===== config.mk =====
export PLATFORM = sky130hd
export DESIGN_NAME = cc20_front
export DESIGN_NICKNAME = d
export VERILOG_FILES = /design/src/sv/cc20_pkg.sv /design/src/sv/cc20_front.sv
export SDC_FILE = /design/constraint.sdc
export NUM_CORES = 1
export LEC_CHECK = 0
export ABC_AREA = 1
export BUFFER_PORTS_ARGS = -buffer_cell sky130_fd_sc_hd__buf_4
export CORE_AREA = 2 2 161 195
export CTS_CLUSTER_SIZE = 14
export DETAILED_ROUTE_END_ITERATION = 10
export DIE_AREA = 0 0 163 197
export GPL_TIMING_DRIVEN = 0
export HOLD_SLACK_MARGIN = 0.12
export PLACE_DENSITY = 0.6
export SYNTH_ARGS = -nofsm -noshare
export SYNTH_HDL_FRONTEND = slang
export SYNTH_SLANG_ARGS = --single-unit

===== constraint.sdc =====
create_clock -name clk -period 5.85 [get_ports clk]
set_clock_uncertainty 0.05 [all_clocks]
set_input_delay 0.2925 -clock clk [delete_from_list [all_inputs] [get_ports clk]]
set_output_delay 0.2925 -clock clk [all_outputs]
set_load 0.02 [all_outputs]

===== src/sv/cc20_pkg.sv =====
// Package for the ChaCha20 stream cipher: transaction types, cipher constants
// and the quarter-round / double-round functions. No dependencies.
`default_nettype none

package cc20_pkg;

  localparam logic [31:0] CC_SIGMA0 = 32'h61707865;
  localparam logic [31:0] CC_SIGMA1 = 32'h3320646e;
  localparam logic [31:0] CC_SIGMA2 = 32'h79622d32;
  localparam logic [31:0] CC_SIGMA3 = 32'h6b206574;

  localparam int CC_DROUNDS = 10;
  localparam int CC_RND_W   = 4;
  localparam int CC_WORDS   = 8;
  localparam int CC_WPOS_W  = 3;

  localparam int CFG_ADDR_W = 6;
  localparam int CFG_DATA_W = 64;

  localparam logic [2:0] CFG_KEY01   = 3'd0;
  localparam logic [2:0] CFG_KEY23   = 3'd1;
  localparam logic [2:0] CFG_KEY45   = 3'd2;
  localparam logic [2:0] CFG_KEY67   = 3'd3;
  localparam logic [2:0] CFG_NONCE01 = 3'd4;
  localparam logic [2:0] CFG_NONCE2  = 3'd5;

  typedef struct packed {
    logic [63:0] data_in;
    logic [3:0]  valid_bytes;
    logic        start_of_message;
  } in_item_t;

  typedef struct packed {
    logic [63:0] data_out;
    logic [3:0]  valid_bytes_out;
  } out_item_t;

  // Classified entry handed from the front end to the back end
  typedef struct packed {
    logic [63:0] data;
    logic [7:0]  byte_mask;
    logic [3:0]  valid_bytes;
    logic        sop;
  } q_item_t;

  typedef struct packed {
    logic [7:0][31:0] key;
    logic [2:0][31:0] nonce;
  } cc_cfg_t;

  typedef logic [15:0][31:0] cc_state_t;
  typedef logic [7:0][63:0]  cc_block_t;

  typedef enum logic {
    BK_RUN,
    BK_GEN
  } bk_state_t;

  function automatic logic [3:0][31:0] cc_qr(input logic [31:0] a_i, input logic [31:0] b_i,
                                             input logic [31:0] c_i, input logic [31:0] d_i);
    logic [31:0] a, b, c, d;
    logic [3:0][31:0] r;
    a = a_i; b = b_i; c = c_i; d = d_i;
    a = a + b; d = d ^ a; d = {d[15:0], d[31:16]};
    c = c + d; b = b ^ c; b = {b[19:0], b[31:20]};
    a = a + b; d = d ^ a; d = {d[23:0], d[31:24]};
    c = c + d; b = b ^ c; b = {b[24:0], b[31:25]};
    r[0] = a; r[1] = b; r[2] = c; r[3] = d;
    return r;
  endfunction

  function automatic cc_state_t cc_dround(input cc_state_t s);
    cc_state_t t;
    logic [3:0][31:0] q;
    t = s;
    // column round
    q = cc_qr(t[0], t[4], t[8],  t[12]); t[0] = q[0]; t[4] = q[1]; t[8]  = q[2]; t[12] = q[3];
    q = cc_qr(t[1], t[5], t[9],  t[13]); t[1] = q[0]; t[5] = q[1]; t[9]  = q[2]; t[13] = q[3];
    q = cc_qr(t[2], t[6], t[10], t[14]); t[2] = q[0]; t[6] = q[1]; t[10] = q[2]; t[14] = q[3];
    q = cc_qr(t[3], t[7], t[11], t[15]); t[3] = q[0]; t[7] = q[1]; t[11] = q[2]; t[15] = q[3];
    // diagonal round
    q = cc_qr(t[0], t[5], t[10], t[15]); t[0] = q[0]; t[5] = q[1]; t[10] = q[2]; t[15] = q[3];
    q = cc_qr(t[1], t[6], t[11], t[12]); t[1] = q[0]; t[6] = q[1]; t[11] = q[2]; t[12] = q[3];
    q = cc_qr(t[2], t[7], t[8],  t[13]); t[2] = q[0]; t[7] = q[1]; t[8]  = q[2]; t[13] = q[3];
    q = cc_qr(t[3], t[4], t[9],  t[14]); t[3] = q[0]; t[4] = q[1]; t[9]  = q[2]; t[14] = q[3];
    return t;
  endfunction

endpackage

`default_nettype wire


===== src/sv/cc20_front.sv =====
// Front end: accepts input transactions, derives the byte mask and queues them.
// Depends on cc20_pkg.
`default_nettype none

module cc20_front
  import cc20_pkg::*;
#(
  parameter int DEPTH = 4
) (
  input  wire logic     clk,
  input  wire logic     rst_n,
  input  wire logic     in_valid,
  output logic          in_stall,
  input  wire in_item_t in_data,
  output logic          q_valid,
  input  wire logic     q_stall,
  output q_item_t       q_item
);

  localparam int PTR_W = (DEPTH > 1) ? $clog2(DEPTH) : 1;
  localparam int CNT_W = $clog2(DEPTH + 1);

  q_item_t           entries_r [DEPTH];
  logic [PTR_W-1:0]  wr_ptr_r, wr_ptr_nxt;
  logic [PTR_W-1:0]  rd_ptr_r, rd_ptr_nxt;
  logic [CNT_W-1:0]  count_r, count_nxt;
  logic              push, pop;
  q_item_t           entry_in;

  always_comb begin
    entry_in.data        = in_data.data_in;
    entry_in.valid_bytes = in_data.valid_bytes;
    entry_in.sop         = in_data.start_of_message;
    for (int i = 0; i < 8; i++) begin
      entry_in.byte_mask[i] = (in_data.valid_bytes > 4'(i));
    end
  end

  assign in_stall = (count_r == CNT_W'(DEPTH));
  assign q_valid  = (count_r != '0);
  assign q_item   = entries_r[rd_ptr_r];
  assign push     = in_valid && !in_stall;
  assign pop      = q_valid && !q_stall;

  always_comb begin
    wr_ptr_nxt = wr_ptr_r;
    rd_ptr_nxt = rd_ptr_r;
    count_nxt  = count_r;
    if (push) begin
      wr_ptr_nxt = (wr_ptr_r == PTR_W'(DEPTH - 1)) ? '0 : wr_ptr_r + 1'b1;
    end
    if (pop) begin
      rd_ptr_nxt = (rd_ptr_r == PTR_W'(DEPTH - 1)) ? '0 : rd_ptr_r + 1'b1;
    end
    if (push && !pop) begin
      count_nxt = count_r + 1'b1;
    end else if (pop && !push) begin
      count_nxt = count_r - 1'b1;
    end
  end

  always_ff @(posedge clk) begin
    if (!rst_n) begin
      wr_ptr_r <= '0;
      rd_ptr_r <= '0;
      count_r  <= '0;
    end else begin
      wr_ptr_r <= wr_ptr_nxt;
      rd_ptr_r <= rd_ptr_nxt;
      count_r  <= count_nxt;
    end
  end

  always_ff @(posedge clk) begin
    if (push) begin
      entries_r[wr_ptr_r] <= entry_in;
    end
  end

endmodule

`default_nettype wire


Word-level counts from Yosys, hierarchy flattened
Memory sizes are Yosys's and may differ from the RTL's. A register that Yosys moved wholly into a read port is not among the register bits.
Index checks and enable logic that the tools add are counted.
{"block": "totals", "register_bits": 7, "ram_bits": 308, "output_inout_bits": 79, "word_cells": 37, "n_memories": 1}
{"block": "op_classes", "n_addsub": 4, "order_cmp": 8, "n_eq_ne": 3, "mux": 8, "n_reduce_logical": 10}
{"memory": "entries_r", "words": 4, "word_bits": 77, "read_ports": 1, "rd_clocked_by_memory_dff": 1, "write_ports": 1, "line": "cc20_front.sv:23", "source": "q_item_t entries_r [DEPTH];"}
{"operator": "greater-than comparator 4 x 3 -> 1 bit (second input constant)", "n": 4}
{"operator": "greater-than comparator 4 x 1 -> 1 bit (second input constant)", "n": 2}
{"operator": "greater-than comparator 4 x 2 -> 1 bit (second input constant)", "n": 2}
{"operator": "two-way mux 2 bit", "n": 4}
{"operator": "two-way mux 3 bit", "n": 2}
{"operator": "adder 2 x 1 -> 2 bit (second input constant)", "n": 2}
{"operator": "equality test 2 bit (second input constant)", "n": 2}
{"operator": "logical AND 1 bit", "n": 4}
{"operator": "zero test 1 bit", "n": 4}
{"operator": "adder 3 x 1 -> 3 bit (second input constant)", "n": 1}
{"operator": "equality test 3 bit (second input constant)", "n": 1}
{"operator": "nonzero test 3 bit", "n": 1}
{"operator": "subtractor 3 x 1 -> 3 bit (second input constant)", "n": 1}
{"operator": "two-way mux 1 bit", "n": 2}
{"operator": "nonzero test 2 bit", "n": 1}

Longest topological paths before layout
Gate-level depths: netlist of run 1.
{"block": "logic_depth", "ltp_word": 7, "mapped_depth": 13, "depth_no_buf": 13}

Worst setup path after synthesis of run 1
OpenSTA, ideal clock, no wires.
{"block": "synth_timing", "kind": "register -> register", "startpoint": "reg count_r[0]", "endpoint": "mem entries_r[0][0] in the netlist's numbering, enable pin", "arrival_time_ns": 3.924, "required_ns": 5.287, "setup_slack_ns": 1.363, "stages_incl_launch_ff": 5, "n_path_buf": 0, "period_less_slack_ns": 4.487, "path_cell_list": "dfxtp_1 -> nor2_1 -> nand2_1 -> nand2_1 -> nor2_1"}
{"block": "synth_between", "elab_chain_len": 5}
{"element": "from (decl)", "line": "cc20_front.sv:26", "source": "logic [CNT_W-1:0] count_r, count_nxt;"}
{"element": "from (signal assigned)", "line": "cc20_front.sv:70", "source": "count_r <= count_nxt;"}
{"element": "equality test 3 bit", "line": "cc20_front.sv:39", "source": "assign in_stall = (count_r == CNT_W'(DEPTH));"}
{"element": "zero test 1 bit", "line": "cc20_front.sv:42", "source": "assign push = in_valid && !in_stall;"}
{"element": "logical AND 1 bit", "line": "cc20_front.sv:42"}
{"element": "two-way mux 1 bit", "line": "cc20_front.sv:75", "source": "if (push) begin"}
{"element": "two-way mux 1 bit (implied by the code)", "line": "cc20_front.sv:76", "source": "entries_r[wr_ptr_r] <= entry_in;"}
{"element": "to (decl)", "line": "cc20_front.sv:23"}
No other way between the ends.

==> impl_metrics.toml, run 1 <==
[synthesis]
synth_fa_ha_area_share_pct = 0.794
muxShareOfSynthArea_pct = 0
yosys.area_share.simple_pct = 6.16
ys_async_sr_fraction_pct = 0
avgSynthCellArea_um2 = 14.5
synth_top_cell_area_share_pct = 77.3
ys.flop_type = "edfxtp_1"
synth_seq_cells = 317
synth.area.top_cells = "edfxtp_1 77%, o21ai_0 6.4%, nor2_1 5.3%, o22ai_1 4.0%, dfxtp_1 1.5%"
yosys_warnings = 0
synth-xor-area-share_pct = 0
synth_commonest_cells = "308 x edfxtp_1, 170 x nor2_1, 154 x o21ai_0"
yosysTopAreaCell = "edfxtp_1"
synth.distinct_cells = 24
syn_inst = 828
synth_edf_count = 308
syn_area_um2 = 12000
synth-seq-area-share_pct = 78.8
synth_compound_area_share_pct = 10.9
synth_fp_nets = 908
yosysMostFrequentCell = "edfxtp_1"
synth_top_family_by_area = "compound AO/OA/AOI/OAI gates"

[grt]
grt.overflow.total = 0
grtUsageTotal_pct = 17.3
grt_max_degree = 30
grt_pass1_wl_um = 42400
grt_antenna_before_repair = 1
first_global_vias = 7690

[detailed_routing]
first_pass_iters = 4
drt_iter0_drc = 469
routedWlPerCell_um = 18.6
ant_nets = 0
drc = 0
vias_per_cell = 5.03
vias = 7593
drt-total-wl_um = 28100

[final_layout]
final_nets = 1173
diodes = 0
stdcell_count = 1511
fillers = 2585
drive_gt1_share_pct = 22.2
synthToLayoutAreaGrowth_pct = 29.8
stdcell_area_um2 = 15500
fin_util_pct = 51.4

[worst_hold_path]
hold_start = "in_data[64]"
hold_class = "in2reg"
whs_path_depth = 2
holdPathEnd = "entries_r[3][72]"

[timing]
period_minus_slack_ns = 2.65
setup_viol = 0
relSlewSlack_pct = 39.2
clock.fmax_ghz = 0.378
hold_viol = 0
fin_crit_sh_pct = 45.3
grt_setup_unrepaired = "false"
worst_slew_pin_slew_ns = 0.910
hold_ws_ns = 0.427
maxSlewViolCount = 0

[die]
initial_core_util_pct = 39.6
ios = 152
core_um2 = 30200
floorplan.die.height_um = 197
die_x_um = 163
die-area_um2 = 32100
placementRows = 70

[clock_tree]
clock_latency_ns = 0.55
postCtsSetupRepairBufs = 0
clock-root-buffer = "clkbuf_16"
cts_buffer_depth = 3
clock_sinks = 317
hold_buffers = 72
tritoncts = "yes"
h-tree-depth = 1
cts_resized = 0
cts-buffers-inserted = 31
clk_pin_slew_worst_paths_ns = 0.06

[critical_path]
cp_data_arrival_time_ns = 2.30
end_kind = "output pin"
path_delay_family = "buffers and inverters"
ff2ff_path_depth = 5
r2r_start = "count_r[0]"
max_stage_delay_ns = 0.44
slowest_stage = "dfxtp_1"
worst-endpoint-required_ns = 5.51
cp_cell_sequence = "inv_2, clkbuf_1, o21ai_0, o22ai_1, buf_4"
crit_type = "reg2out"
r2r-end = "entries_r[0][52]"
reg2reg_slack_ns = 3.48
cp_num_buf_inv = 3
cp-start-kind = "flip-flop"
cp_max_fo = 10

[placed_design]
detailed_place.area_um2 = 13800
portBuffers = 151
hpwl_um = 17000
place_congestion = 0.708
post-place-cells = 1384

[power_and_ir_drop]
p_leak_nw = 5.53
ir_drop_mv = 0.342
power_density_nw_per_um2 = 457

[run]
maxCapViolations = 0

[status]
status = "completed"
## cell type report
class	count	area, um2	share of cell area [%]
plain buffers	50	322	2.07
multi-input cells	440	2170	13.9
clock inverters	16	181	1.17
clock buffers	39	816	5.25
repair buffers	232	2040	13.1
flip-flops and latches	317	9430	60.7
well taps	396	495	3.19
inverters	21	83.8	0.540
## power by group
part / internal [mW] / total [mW] / switching [mW]
combinational: 0.842 / 2.31 / 1.47
clock: 1.16 / 1.96 / 0.805
sequential: 2.76 / 2.82 / 0.0639
total: 4.76 / 7.10 / 2.34
## layer usage
| metal | share of wire [%] | vias to the layer above | GRT usage (%) |
|---|---|---|---|
| met5 | 0.046 | - | 0 |
| met4 | 2.4 | 2 | 6.06 |
| met3 | 4.4 | 51 | 2.65 |
| met2 | 52 | 187 | 31.2 |
| met1 | 41 | 3728 | 21.2 |
| li1 | - | 3625 | - |
## flip-flops by register name, summed over array words and instances, names as in the netlist, named ones only
register	count
wr_ptr_r	2
entries_r	308
count_r	3
rd_ptr_r	2
## through the flow
step           TNS, ns  worst slack, ns  total power, mW
2_1_floorplan        0             1.36             4.17
3_3_place_gp   -403.04            -1.45             5.16
3_5_place_dp         0             3.44             5.18
4_1_cts              0             3.16             7.18
5_1_grt              0             3.05             7.44
6_report             0             3.20             7.10
## layout by cell type, fill, tap and decap left out, types with 2 or more instances in the layout
master / instances
nand3_1: 2
clkbuf_1: 20
clkinv_1: 4
o21ai_0: 154
inv_1: 19
clkbuf_2: 8
nor2_4: 4
buf_4: 156
edfxtp_1: 308
clkinv_2: 6
nand3b_1: 2
o22ai_1: 76
buf_12: 8
buf_2: 12
clkbuf_16: 31
a21oi_1: 4
nand2_1: 18
dfxtp_1: 9
dlygate4sd3_1: 72
o21ai_1: 5
buf_6: 10
nor2_1: 166
bufinv_16: 4
ha_1: 6
## worst reg2reg max path, stage by stage (launching register included)
cell,delay [ns]
dfxtp_1,0.39
nor2_1,0.08
nand2_1,0.15
nand2_1,0.27
nor2_4,0.78
buf_12,0.31
## how the worst max path moves through the flow
stage                  endpoint       start  slack, ns  cells past startpoint
2_1_floorplan   entries_r[0][0]  count_r[0]       1.36                      4
3_3_place_gp   entries_r[0][52]  count_r[0]      -1.45                      4
6_report             q_item[13]   flip-flop       3.20                      5
5_1_grt              q_item[13]   flip-flop       3.05                      5
3_5_place_dp   entries_r[0][52]  count_r[0]       3.44                      5
4_1_cts              q_item[11]   flip-flop       3.16                      4
## kinds of logic (layout without fill, tap and decap cells)
kind of cell               Yosys count  in the layout
buffers and inverters               71            358
DFF                                317            317
and+or+nand+nor                    193            193
adders and majority gates            7              7
AOI/OAI and AO/OA                  240            240
No activity file was read; power rests on OpenSTA's default activity.
==> run 2: changes to the inputs <==
--- a/config.mk
+++ b/config.mk
@@ -5,12 +5,12 @@
 export SDC_FILE = /design/constraint.sdc
 export NUM_CORES = 1
 export LEC_CHECK = 0
-export ABC_AREA = 1
+export ABC_AREA = 0
 export BUFFER_PORTS_ARGS = -buffer_cell sky130_fd_sc_hd__buf_4
-export CORE_AREA = 2 2 161 195
+export CORE_AREA = 2 2 159 193
 export CTS_CLUSTER_SIZE = 14
 export DETAILED_ROUTE_END_ITERATION = 10
-export DIE_AREA = 0 0 163 197
+export DIE_AREA = 0 0 161 195
 export GPL_TIMING_DRIVEN = 0
 export HOLD_SLACK_MARGIN = 0.12
 export PLACE_DENSITY = 0.6
==> constraint.sdc (replaced) <==
create_clock -name clk -period 2.7 [get_ports clk]
set_clock_uncertainty 0.05 [all_clocks]
set_input_delay 0.135 -clock clk [delete_from_list [all_inputs] [get_ports clk]]
set_output_delay 0.135 -clock clk [all_outputs]
set_load 0.02 [all_outputs]
==> run 2 against run 1 <==
- die area decreased by 2.2%
- cell count shrank 25%
- register-to-register slack worse by 3.2 ns
- critical path type is now reg2reg
- largest cell class unchanged
- highest routed layer is now met4
==> impl_metrics.toml, run 2 <==
[clock_tree]
clk_pin_slew_worst_paths_ns = 0.06
clock-root-buffer = "clkbuf_16"
clock_sinks = 317
clock_latency_ns = 0.50
cts_buffer_depth = 3
h-tree-depth = 2
tritoncts = "yes"
cts-buffers-inserted = 34

[final_layout]
stdcell_area_um2 = 15200
synthToLayoutAreaGrowth_pct = 29.8
reg_top3 = "entries_r: 308 flops, count_r: 3 flops"
final_common_cell = "edfxtp_1"
largest_register_ffs = 308
final_cell_mix = "308 x edfxtp_1, 151 x buf_4, 77 x mux4_2, 72 x dlygate4sd3_1, 37 x clkbuf_16"
seq_area_um2 = 9430
stdcell_count = 1139
multiInputGateArea_um2 = 2070
top_register = "entries_r"
final_nets = 806
drive_gt1_share_pct = 39.5
fin_util_pct = 51.6
diodes = 0
fillers = 2399

[synthesis]
synth_compound_area_share_pct = 0.590
syn_area_um2 = 11700
synth_edf_count = 308
synth_fp_nets = 543
synth-xor-area-share_pct = 0.150
muxShareOfSynthArea_pct = 15.1
synth_commonest_cells = "308 x edfxtp_1, 77 x mux4_2, 9 x buf_2, 9 x dfxtp_1, 7 x clkbuf_1"
syn_inst = 463
yosys.area_share.simple_pct = 1.01
yosysMostFrequentCell = "edfxtp_1"
synth-seq-area-share_pct = 80.8
ys.flop_type = "edfxtp_1"
yosys_warnings = 0
synth_seq_cells = 317
synth_top_family_by_area = "multiplexers"
ys_async_sr_fraction_pct = 0
yosysTopAreaCell = "edfxtp_1"
synth.distinct_cells = 26
synth.area.top_cells = "edfxtp_1 79%, mux4_2 15%, dfxtp_1 1.5%, buf_12 0.69%, ha_1 0.64%"
avgSynthCellArea_um2 = 25.2
synth_top_cell_area_share_pct = 79.3
synth_fa_ha_area_share_pct = 0.815

[grt]
grt_antenna_before_repair = 0
grt_max_degree = 43
first_global_vias = 6199
grt_pass1_wl_um = 34400
grtUsageTotal_pct = 14.4
grt.overflow.total = 0

[detailed_routing]
first_pass_iters = 4
vias = 5525
ant_nets = 0
drt_iter0_drc = 230
routedWlPerCell_um = 19.5
drc = 0
vias_per_cell = 4.85
drt-total-wl_um = 22200

[die]
initial_core_util_pct = 39.8
ios = 152
die_x_um = 161
placementRows = 69
floorplan.die.height_um = 195
die-area_um2 = 31400
core_um2 = 29400

[placed_design]
place_congestion = 0.670
portBuffers = 151
dp_slack_ns = 0.300
detailed_place.area_um2 = 13400
post-place-cells = 1008
hpwl_um = 13300

[timing]
timing.setup.tns_ns = 0
clock.fmax_ghz = 0.415
fin_crit_sh_pct = 89.2
grt_setup_unrepaired = "false"
hold_ws_ns = 0.221
relSlewSlack_pct = 55.7
period_minus_slack_ns = 2.41
setup_viol = 0
worst_slew_pin_slew_ns = 0.664
hold_viol = 0
fin_ws_ns = 0.291
maxSlewViolCount = 0

[critical_path]
slowest_stage = "dfxtp_1"
cp-start-kind = "flip-flop"
cp_max_fo = 7
path_delay_family = "adder cells"
worst-endpoint-required_ns = 3.07
cp_data_arrival_time_ns = 2.78
max_stage_delay_ns = 0.42
cp_cell_sequence = "nor3b_1, nor2b_1, clkbuf_1, ha_1, inv_1, fa_1, xor2_1, or3_1, a21boi_0"
end_kind = "flip-flop"
cp_num_buf_inv = 2
crit_type = "reg2reg"

[power_and_ir_drop]
power_density_nw_per_um2 = 934
total_power_mw = 14.1
ir_drop_mv = 0.577
p_leak_nw = 5.12

[status]
status = "completed"

[run]
maxCapViolations = 0

[worst_hold_path]
hold_class = "in2reg"
==> run 2: cell count changes after synthesis, moves of 6 or more <==
cell	before	now
nand2_1	18	6
clkbuf_2	8	0
o21ai_0	154	3
nor2_1	170	2
buf_6	10	1
inv_1	19	4
mux4_2	0	77
o22ai_1	76	0
clkbuf_1	13	7
==> run 2: logic make-up (layout without fill, tap and decap cells) <==
logic type / after synthesis / after routing
flip-flops: 317 / 317
multiplexers: 80 / 80
buffers and inverters: 25 / 311
AND/OR/NAND/NOR: 22 / 22
AO/OA/AOI/OAI: 10 / 10
adder cells (fa/ha/maj): 7 / 7
XOR/XNOR: 2 / 2
==> run 2: area by class of cell <==
class	instances	area share [%]
Sequential cell	317	62.2
Multi-Input combinational cell	121	13.7
Timing Repair Buffer	227	13.0
Clock buffer	48	6.38
Tap cell	390	3.22
Buffer	21	1.07
Clock inverter	11	0.355
Inverter	4	0.0991
==> run 2: tightest hold or removal path: stages <==
cell	delay, ns
buf_4	0.10
nor2b_1	0.11
clkbuf_1	0.20
mux2i_1	0.16
==> run 2: repair_timing <==
item                                   CTS  global route
gates resized for setup                  0             0
hold buffers                            72             0
setup buffers                            0             0
endpoints found under the hold margin  317             0
==> run 2: report_power, final <==
group | total, mW | internal (mW) | switching [mW] | leakage, nW
clock network | 4.22 | 2.49 | 1.73 | 0.495
logic | 3.81 | 1.84 | 1.98 | 1.74
registers | 6.11 | 5.98 | 0.126 | 2.88
==> run 2: worst paths after layout <==
check / from / endpoint / slack [ns] / cells past startpoint
setup / recovery: count_r[0] / count_r[2] / 0.29 / 9
hold / removal: in_valid / wr_ptr_r[0] / 0.22 / 4
setup reg to reg: count_r[0] / count_r[2] / 0.29 / 9
hold reg to reg: count_r[2] / count_r[2] / 0.47 / 2
==> run 2: layer usage <==
metal,global-route usage [%],wire length [um],vias up
li1,-,-,2497
met1,16.7,8640,2859
met2,26.3,11900,138
met3,3.44,1160,31
met4,4.27,434,0
met5,0,0,-
